File: src/hw/rtl/assert_macros.svh
// Assertion macros shared by the filter RTL
`ifndef ASSERT_MACROS_SVH
`define ASSERT_MACROS_SVH

// Same-cycle implication, checked on every edge outside reset
`define SFZP_ASSERT_IMP(lbl, ante, cons, msg) \
  lbl: assert property (@(posedge clk) disable iff (rst) (ante) |-> (cons)) else $error(msg);

// Next-cycle implication, checked on every edge outside reset
`define SFZP_ASSERT_NEXT(lbl, ante, cons, msg) \
  lbl: assert property (@(posedge clk) disable iff (rst) (ante) |=> (cons)) else $error(msg);

`endif

File: src/hw/rtl/sfzp_ram.sv
// Generic single-write, single-read RAM with registered read data
module sfzp_ram #(
  parameter int WIDTH = 8,
  parameter int DEPTH = 16
) (
  input  logic                     clk,
  input  logic                     we,
  input  logic [$clog2(DEPTH)-1:0] waddr,
  input  logic [WIDTH-1:0]         wdata,
  input  logic [$clog2(DEPTH)-1:0] raddr,
  output logic [WIDTH-1:0]         rdata
);

  logic [WIDTH-1:0] mem [DEPTH];

  always_ff @(posedge clk) begin
    if (we) begin
      mem[waddr] <= wdata;
    end
    rdata <= mem[raddr];
  end

endmodule

File: config.mk
export PLATFORM = sky130hd
export DESIGN_NAME = sfzp_ram
export DESIGN_NICKNAME = d
export VERILOG_FILES = /design/src/hw/rtl/assert_macros.svh /design/src/hw/rtl/sfzp_ram.sv
export SDC_FILE = /design/constraint.sdc
export NUM_CORES = 1
export LEC_CHECK = 0
export ABC_AREA = 1
export BUFFER_PORTS_ARGS = -buffer_cell sky130_fd_sc_hd__buf_2
export CELL_PAD_IN_SITES_DETAIL_PLACEMENT = 0
export CELL_PAD_IN_SITES_GLOBAL_PLACEMENT = 1
export CORE_MARGIN = 3
export CORE_UTILIZATION = 52
export DETAILED_ROUTE_END_ITERATION = 6
export PLACE_DENSITY_LB_ADDON = 0.2
export SLEW_MARGIN = 20
export SYNTH_ARGS = -nofsm -noshare
export SYNTH_HDL_FRONTEND = slang
export SYNTH_SLANG_ARGS = --single-unit
export TNS_END_PERCENT = 1
File: constraint.sdc
create_clock -name clk -period 2.91 [get_ports clk]
set_input_delay 0.4365 -clock clk [delete_from_list [all_inputs] [get_ports clk]]
set_output_delay 0.4365 -clock clk [all_outputs]
set_load 0.005 [all_outputs]
==> metrics.md <==
| Metric | Value |
|---|---|
| Total die area | `12,390 um2` |
| Total power | `4.583 mW` |
| Routed wire length | `13.06 mm` |
| 1st-iter DRT viols | `327` |
| Pwr/cell area | `703.1 nW/um2` |
| Reg power frac | `48.1%` |
| Synth Net Count | `569` |
| Status | `finished, final reports clean` |
| Final setup fails | `0` |
| Switching portion of total power | `21.87%` |
| Worst hold slack | `0.2670 ns` |
| Flops & latches, synth | `136` |
| Internal | `3.581 mW` |
| Area growth from synthesis to layout | `13.04%` |
| Clock sinks | `136` |
| HP Class | `in2reg` |
| Max_slew headroom | `41.28%` |
| Root buf cell | `clkbuf_8` |
| Total number of vias | `3,761` |
| Pins over their slew limit | `0` |
| Worst skew pair latency | `0.53 ns` |
| Final #Nets | `594` |
| LEAKAGE | `2.818 nW` |
| Worst setup EP type | `primary output` |
| Clock share of power | `46.3%` |
| Slowest CP cell | `dfxtp_1` |
| Final Critical Period | `1.480 ns` |
| Vias in the first global route | `3,641` |
| Total negative slack | `0 ns` |
| Final core utilization | `61.76%` |
| Initial antenna violation count | `0` |
| Critical path type | `reg2out` |
| Core ar. | `10,560 um2` |
| Synth Warn # | `0` |
| Pre-CTS WS | `0.9828 ns` |
| Row cnt | `37` |
| Placer congestion estimate | `0.7690` |
| Starting Density | `54.63%` |
| Clock Pin Slew Worst Setup and Hold Paths | `0.06 ns` |
| Critical Path Fanout Max | `1` |
| Number of I/O pins | `26` |
| Final WS setup | `1.430 ns` |
| # Max-Cap Violations | `0` |
| Pin count of the biggest net entering global routing | `65` |
| Design Area, Final | `6519 um2` |
| CP max stage delay | `0.38 ns` |
| Port bufs | `25` |
| Worst Skew | `0.006079 ns` |
| Critical Path AT | `1.04 ns` |
| Netlist cell types | `12` |
| DR DRC count | `0` |
| Routed Antenna Nets | `0` |
| CTS tree | `built` |
| Clock tree buffer depth | `2` |
| Hold_buf cts | `0` |
| Inserted Clock Buffers | `17` |
| First-pass DRT Iterations | `7` |
| PostCTS Resize Cnt | `0` |
| Family with the most delay on the worst path | `flip-flops` |
| Non-Filler Instances | `725` |
| CTS H-tree depth | `4` |
| Mapped Cells | `551` |
| Post-DP HPWL | `7.947 mm` |
| Cell Chain, Critical Path | `buf_2` |
| Worst-Margin Slew | `0.8776 ns` |
| Dpl cells | `693` |
| Max VDD drop | `393.5 uV` |
| Logic gate share of total power | `5.6%` |
| Sw Pwr | `1.003 mW` |
| Buffer count from post-CTS setup fixing | `0` |
| Die width | `111.3 um` |
| RSZ-0062 raised after global routing | `no` |
| WP data required | `2.47 ns` |
| Seq/Total Area, Yosys | `69.43%` |
| Layout cells sized above 1 | `10.70%` |
| GRT Overall Usage | `21.96%` |
| Count of final hold-check violations | `0` |
| Cell Area, Placed | `5933 um2` |
| Global-route wire length before repair | `20.37 mm` |
| Die Y | `111.3 um` |
| Ant. Diodes | `0` |
| Tcrit/Tclk final | `50.85%` |
| Highest Clock Rate | `0.6758 GHz` |
| Mapped Area | `5767 um2` |
| Mean Syn Cell Area | `10.47 um2` |
| Critical Path Start Type | `flop` |
| Vias/cell | `5.188` |
| Avg WL per Cell | `18.01 um` |
| Congestion Overflow GR | `0` |
| Worst Path Buf+Inv | `1` |
## state kept, by name, summed over array words and instances, names as in the netlist
register / count
rdata: 8
mem: 128
## Yosys cell counts
cell        n  area [um2]
edfxtp_1  128        3844
buf_6       6       67.56
nand3b_1    2       15.01
buf_2      13       65.06
nand3_1    97       485.5
nor2_1     17       63.81
inv_2       2       7.510
buf_1       1       3.750
nand2_1   173       649.4
buf_4       4       30.03
inv_1     100       375.4
dfxtp_1     8       160.2
## layout make-up
| type | count | area [um2] |
|---|---|---|
| multi-input combinational | 289 | 1214 |
| timing repair buffer | 30 | 162.7 |
| clock buffer | 19 | 431.7 |
| clock inverter | 13 | 153.9 |
| tap | 136 | 170.2 |
| sequential | 136 | 4004 |
| inverter | 102 | 382.9 |
| fill | 869 | 4036 |
## cells by family after synthesis
group / synth area share [%]
buffers and inverters: 9.525
flip-flops: 69.43
AND/OR/NAND/NOR: 21.05
## final timing paths
path	startpoint	to	slack (ns)	cells past startpoint
max reg2reg	mem[7][6]	rdata[6]	1.84	6
min reg2reg	mem[10][0]	rdata[0]	0.66	6
max	rdata[4]	rdata[4]	1.43	1
min	raddr[3]	rdata[6]	0.27	3
## power groups by stage
stage	Sequential [mW]	Combinational, mW	Clock [mW]
final	2.21	0.256	2.12
after floorplan	2.24	0.154	0
after detailed placement	2.25	0.257	0
after CTS	2.21	0.258	2.14
after global routing	2.21	0.287	2.23
after global placement	2.24	0.253	0
## cell usage in the layout (no fill, tap or decap)
cell          n
clkbuf_8      2
nand3_1      97
nor2_1       17
dfxtp_1       8
bufinv_16     3
clkbuf_1      1
clkinv_4      1
edfxtp_1    128
inv_1       100
buf_4         5
clkinv_2      5
buf_2        25
clkinvlp_4    4
nand3b_1      2
nand2_1     173
inv_2         2
clkbuf_16    16
## metal layers
metal / part of all wire, % / vias up / GRT usage (%)
met3: 7.7 / 17 / 5.731
met5: 0 / - / 0
met1: 43 / 1787 / 30.49
li1: - / 1824 / -
met2: 48 / 133 / 34.82
met4: 1.1 / 0 / 5.839
(Power assumes the default switching activity.)
