File: src/hw/rtl/assert_macros.svh
// Assertion macros shared by the filter RTL
`ifndef ASSERT_MACROS_SVH
`define ASSERT_MACROS_SVH

// Same-cycle implication, checked on every edge outside reset
`define SFZP_ASSERT_IMP(lbl, ante, cons, msg) \
  lbl: assert property (@(posedge clk) disable iff (rst) (ante) |-> (cons)) else $error(msg);

// Next-cycle implication, checked on every edge outside reset
`define SFZP_ASSERT_NEXT(lbl, ante, cons, msg) \
  lbl: assert property (@(posedge clk) disable iff (rst) (ante) |=> (cons)) else $error(msg);

`endif

File: src/hw/rtl/sfzp_pkg.sv
// Constants and shared types of the symmetric FIR block
package sfzp_pkg;

  localparam int MAX_HALF    = 63;
  localparam int SAMPLE_BITS = 32;
  localparam int HALF_W      = 6;   // half_len and coef_index field width
  localparam int TAP_W       = 18;  // Q1.17 weight
  localparam int FRAC_BITS   = 17;
  localparam int ROUND_HALF  = 1 << (FRAC_BITS - 1);

  localparam int TAP_DEPTH = MAX_HALF + 1;
  localparam int TAP_AW    = $clog2(TAP_DEPTH);
  localparam int WIN_SPAN  = 2 * MAX_HALF + 1;
  localparam int WIN_AW    = $clog2(WIN_SPAN);
  localparam int WIN_DEPTH = 1 << WIN_AW;
  localparam int SEEN_W    = $clog2(WIN_SPAN + 1);

  localparam int PAIR_W = SAMPLE_BITS + 1;
  localparam int PROD_W = PAIR_W + TAP_W + 1;
  localparam int ACC_W  = PROD_W + TAP_AW;
  localparam int Q_W    = ACC_W - FRAC_BITS;

  localparam logic CMD_LOAD   = 1'b0;
  localparam logic CMD_SAMPLE = 1'b1;

  // One multiply-accumulate term travelling from the sequencer to the datapath
  typedef struct packed {
    logic vld;
    logic first;     // first term of a sum
    logic fin;       // final term of a sum
    logic last_out;  // sum is the record's final result
    logic use_a;     // lower-side sample lies inside the record
    logic use_b;     // upper-side sample lies inside the record
    logic use_t;     // weight has been loaded since reset
  } sfzp_term_t;

endpackage

File: src/hw/rtl/sfzp_mac.sv
// Shared pre-add, multiply and accumulate unit with rounding and output register
`include "assert_macros.svh"

module sfzp_mac (
  input  logic                                clk,
  input  logic                                rst,
  input  sfzp_pkg::sfzp_term_t                term,
  input  logic [sfzp_pkg::SAMPLE_BITS-1:0]    win_a,
  input  logic [sfzp_pkg::SAMPLE_BITS-1:0]    win_b,
  input  logic [sfzp_pkg::TAP_W-1:0]          tap,
  output logic                                busy,
  output logic [sfzp_pkg::SAMPLE_BITS-1:0]    filtered,
  output logic                                last_out,
  output logic                                out_valid,
  input  logic                                out_ready
);

  sfzp_pkg::sfzp_term_t                     p1, p2;
  logic signed [sfzp_pkg::PAIR_W-1:0]       ext_a, ext_b, psum;
  logic [sfzp_pkg::TAP_W-1:0]               tap_q;
  logic signed [sfzp_pkg::PROD_W-1:0]       prod;
  logic signed [sfzp_pkg::ACC_W-1:0]        acc, rsum;
  logic                                     acc_done, acc_last, take, ovf;
  logic [sfzp_pkg::Q_W-1:0]                 q;
  logic [sfzp_pkg::SAMPLE_BITS-1:0]         sat;

  assign ext_a = term.use_a ? {win_a[sfzp_pkg::SAMPLE_BITS-1], win_a} : '0;
  assign ext_b = term.use_b ? {win_b[sfzp_pkg::SAMPLE_BITS-1], win_b} : '0;

  // round half up at the Q1.17 point, then clamp to the sample range
  assign rsum = acc + sfzp_pkg::ACC_W'(sfzp_pkg::ROUND_HALF);
  assign q    = rsum[sfzp_pkg::ACC_W-1:sfzp_pkg::FRAC_BITS];
  assign ovf  = q[sfzp_pkg::Q_W-1:sfzp_pkg::SAMPLE_BITS-1] !=
                {(sfzp_pkg::Q_W - sfzp_pkg::SAMPLE_BITS + 1){q[sfzp_pkg::Q_W-1]}};
  assign sat  = !ovf ? q[sfzp_pkg::SAMPLE_BITS-1:0] :
                q[sfzp_pkg::Q_W-1] ? {1'b1, {(sfzp_pkg::SAMPLE_BITS-1){1'b0}}} :
                                     {1'b0, {(sfzp_pkg::SAMPLE_BITS-1){1'b1}}};

  assign take = acc_done && (!out_valid || out_ready);
  assign busy = term.vld || p1.vld || p2.vld || acc_done;

  always_ff @(posedge clk) begin
    if (rst) begin
      p1        <= '0;
      p2        <= '0;
      acc_done  <= 1'b0;
      out_valid <= 1'b0;
    end else begin
      p1 <= term;
      p2 <= p1;
      if (p2.vld && p2.fin) acc_done <= 1'b1;
      else if (take) acc_done <= 1'b0;
      if (take) out_valid <= 1'b1;
      else if (out_ready) out_valid <= 1'b0;
    end
  end

  always_ff @(posedge clk) begin
    psum  <= ext_a + ext_b;
    tap_q <= term.use_t ? tap : '0;
    prod  <= psum * $signed({1'b0, tap_q});
    if (p2.vld) begin
      acc      <= p2.first ? sfzp_pkg::ACC_W'(prod) : acc + sfzp_pkg::ACC_W'(prod);
      acc_last <= p2.last_out;
    end
    if (take) begin
      filtered <= sat;
      last_out <= acc_last;
    end
  end

  `SFZP_ASSERT_IMP(a_no_overlap, p2.vld && p2.first, !acc_done, "new sum started over an unrounded one")
  `SFZP_ASSERT_NEXT(a_result_moves, acc_done && !(out_valid && !out_ready), out_valid && !acc_done, "finished sum not moved to output")

endmodule

File: config.mk
export PLATFORM = sky130hd
export DESIGN_NAME = sfzp_mac
export DESIGN_NICKNAME = d
export VERILOG_FILES = /design/src/hw/rtl/sfzp_pkg.sv /design/src/hw/rtl/sfzp_mac.sv
export VERILOG_INCLUDE_DIRS = /design/src /design/src/hw/rtl
export SDC_FILE = /design/constraint.sdc
export NUM_CORES = 2
export LEC_CHECK = 0
export BUFFER_PORTS_ARGS = -buffer_cell sky130_fd_sc_hd__buf_4
export CORE_ASPECT_RATIO = 0.8
export CORE_UTILIZATION = 60
export CTS_CLUSTER_SIZE = 30
export DETAILED_ROUTE_END_ITERATION = 16
export GPL_ROUTABILITY_DRIVEN = 0
export HOLD_SLACK_MARGIN = 0.1
export PLACE_DENSITY = 0.83
export SETUP_SLACK_MARGIN = 0.1
export SKIP_LAST_GASP = 1
export SYNTH_ARGS = -nofsm -noshare
export SYNTH_HDL_FRONTEND = slang
export SYNTH_SLANG_ARGS = --single-unit
File: constraint.sdc
create_clock -name clk -period 9 [get_ports clk]
set_input_delay 2.25 -clock clk [delete_from_list [all_inputs] [get_ports clk]]
set_output_delay 2.25 -clock clk [all_outputs]
set_load 0.01 [all_outputs]
==> flow_metrics.tcl <==
set metrics [dict create \
    period_share 0.8362 \
    floorplan.die.height_um 212.3 \
    power_leakage_nw 17.60 \
    synth_edf_count 92 \
    use_met3 0.03764 \
    std_cell_rows 76 \
    cts_root_buf "clkbuf_16" \
    relSlewSlack 0.1515 \
    cts_tree "built" \
    worst_slack_ns 1.474 \
    end_kind "flip-flop" \
    hold_buffers 0 \
    top_usage_layer "met2" \
    grt_pass1_vias 26485 \
    r2r_slack_ns 1.47 \
    drt_iter0_markers 1930 \
    grt.overflow.total 0 \
    slew_viol_final 0 \
    die_x_um 264.8 \
    coreArea_mm2 0.05420 \
    track_usage 0.2902 \
    synth_commonest_cells "inv_1, fa_1, nand2_1, and2_1, ha_1" \
    yosysUniqueCellTypes 86 \
    io_buffer_count 126 \
    grt.met2_usage 0.4991 \
    postSynthAreaPerCell_um2 9.042 \
    drtPass1Iterations 5 \
    power_mw 12.59 \
    r2r_cells 23 \
    syn_inst 3667 \
    critPathLaunchType "flip-flop" \
    num-fill-cells 4252 \
    htreeDepth 1 \
    clockBufferDepth 3 \
    synth_nets 4553 \
    ys_seq_area_frac 0.1516 \
    cp_max_fo 26 \
    num_vias 25163 \
    fmax_mhz 132.9 \
    worstPathArrival_ns 7.95 \
    finish.utilization 0.6531 \
    crit_path_cell_trace "buf_4, nand2_1, inv_1, fa_1, fa_1, inv_1, fa_1, inv_1, fa_1, fa_1, inv_1, fa_1, inv_1, ha_1, and3_1, nand4_1, a2111oi_0, or3_1, a31o_2, a31o_2, a211o_1, a21oi_1, xnor2_1" \
    maxCapViolCount 0 \
    stdcell_count 4427 \
    rsz0062_at_grt "false" \
    stdcell_area_mm2 0.03540 \
    post_cts_buffers 0 \
    numCtsBuffers 23 \
    crit_family "adder cells" \
    start_util 0.6117 \
    yosys_warnings 0 \
    skew_ns 0.01094 \
    hp-class "reg -> reg" \
    vdd_drop_max_mv 0.4829 \
    drc 0 \
    pin_count 127 \
    dp_cells 4384 \
    synth-seq-cells 205 \
    dieArea_mm2 0.05621 \
    whs_path_depth 0 \
    viasPerCell 5.684 \
    cts_resized 0 \
    drive_above_1_share 0.06498 \
    slowest_stage "dfxtp_1" \
    outcome "completed" \
    worst_slew_pin_slew_ns 1.271 \
    antenna_left 0 \
    path_clk_slew_ns 0.06 \
    crit_type "reg -> reg" \
    synth_top_cell_area_share 0.3472 \
    min_period_ns 7.526 \
    numClockSinks 205 \
    worst-path-buf-inv 6 \
    post_dp_cell_area_mm2 0.03463 \
    met1_usage 0.3710 \
    syn_area_mm2 0.03316 \
    crit_path_frequent_cell "fa_1" \
    crit_cells 23 \
    wl_per_cell_um 17.43 \
    finalHoldViolations 0 \
    clock_latency_ns 0.55 \
    cp_data_required_time_ns 9.42 \
    antenna_found_initial 0 \
    setup_viol_count_final 0 \
    grt_max_degree 62 \
    slowest_delay_ns 1.09 \
    tns_ns 0 \
    synth_area_leader_cell "fa_1" \
    drt_wl_total_um 77150 \
    power_density_mw_per_mm2 355.7 \
    synth.most_common_cell "inv_1" \
    async_flop_share 0 \
    dp_slack_ns 1.631 \
    syn_to_final_growth_pct 6.766 \
    synthTopCellsByArea "fa_1, inv_1, edfxtp_1" \
    synthFlopType "dfxtp_1" \
    fin_nets 4593 \
    whs_ns 0.4134 \
    dp_hpwl_um 60620 \
    grt_pass1_wl_um 130800 \
]
## sequential cells by signal (all words and copies together) (netlist names)
name / cells
filtered: 32
last_out: 1
tap_q: 18
out_valid: 1
p1: 4
prod: 52
acc: 58
psum: 33
p2: 4
acc_last: 1
acc_done: 1
## power breakdown
part	leakage, nW	switching [mW]	internal [mW]	total, mW
clock	0.383	0.415	0.559	0.974
sequential	1.79	0.335	1.40	1.74
combinational	15.4	5.65	4.23	9.88
## kinds of logic after synthesis
| family | count (synthesis) | share of synthesized area |
|---|---|---|
| and+or+nand+nor | 1128 | 0.1742 |
| muxes | 8 | 0.002566 |
| AOI/OAI and AO/OA | 495 | 0.09846 |
| buffers and inverters | 873 | 0.09981 |
| xor gates and xnor gates | 164 | 0.04355 |
| DFF | 205 | 0.1516 |
| adders and majority gates | 794 | 0.4298 |
## layout by cell type (no fill, tap or decap), types with 63 or more instances in the layout
cell	n
edfxtp_1	92
inv_1	738
a21oi_1	119
ha_1	219
and2_1	400
dfxtp_1	111
xnor2_1	100
nor2_1	72
buf_4	150
fa_1	575
a21o_1	82
o21ai_0	123
nand2_1	446
xor2_1	63
## layout make-up
type | count | area (um2) | share of cell area
repair buffers | 150 | 1126 | 0.03181
multi-input cells | 2589 | 24820 | 0.7013
clock inverters | 15 | 148.9 | 0.004206
diodes | 1 | 2.502 | 0.00007069
well taps | 702 | 878.3 | 0.02481
inverters | 738 | 2770 | 0.07826
flip-flops and latches | 205 | 5027 | 0.1420
clock buffers | 27 | 621.8 | 0.01757
## routing by layer
| metal | share of wire | wire length (um) |
|---|---|---|
| met5 | 0 | 0 |
| met4 | 0.046 | 3531 |
| met3 | 0.065 | 4993 |
| met2 | 0.49 | 37450 |
| met1 | 0.40 | 31180 |
## worst reg2reg max path, delay by kind of cell (launching register included)
family,cells,cell delay [ns]
AO/OA/AOI/OAI,5,1.17
XOR/XNOR,1,0.13
adder cells (fa/ha/maj),7,3.57
buffers and inverters,6,0.68
flip-flops,1,1.09
AND/OR/NAND/NOR,4,0.75
## worst paths after layout
kind / startpoint / endpoint
worst max-delay path: tap_q[4]$_SDFF_PN0_ / prod[51]$_DFF_P_
worst min-delay path: p2[3]$_SDFF_PP0_ / acc_last$_DFFE_PP_
worst max register to register: tap_q[4]$_SDFF_PN0_ / prod[51]$_DFF_P_
worst min register to register: p2[3]$_SDFF_PP0_ / acc_last$_DFFE_PP_
(Power assumes the default switching activity.)
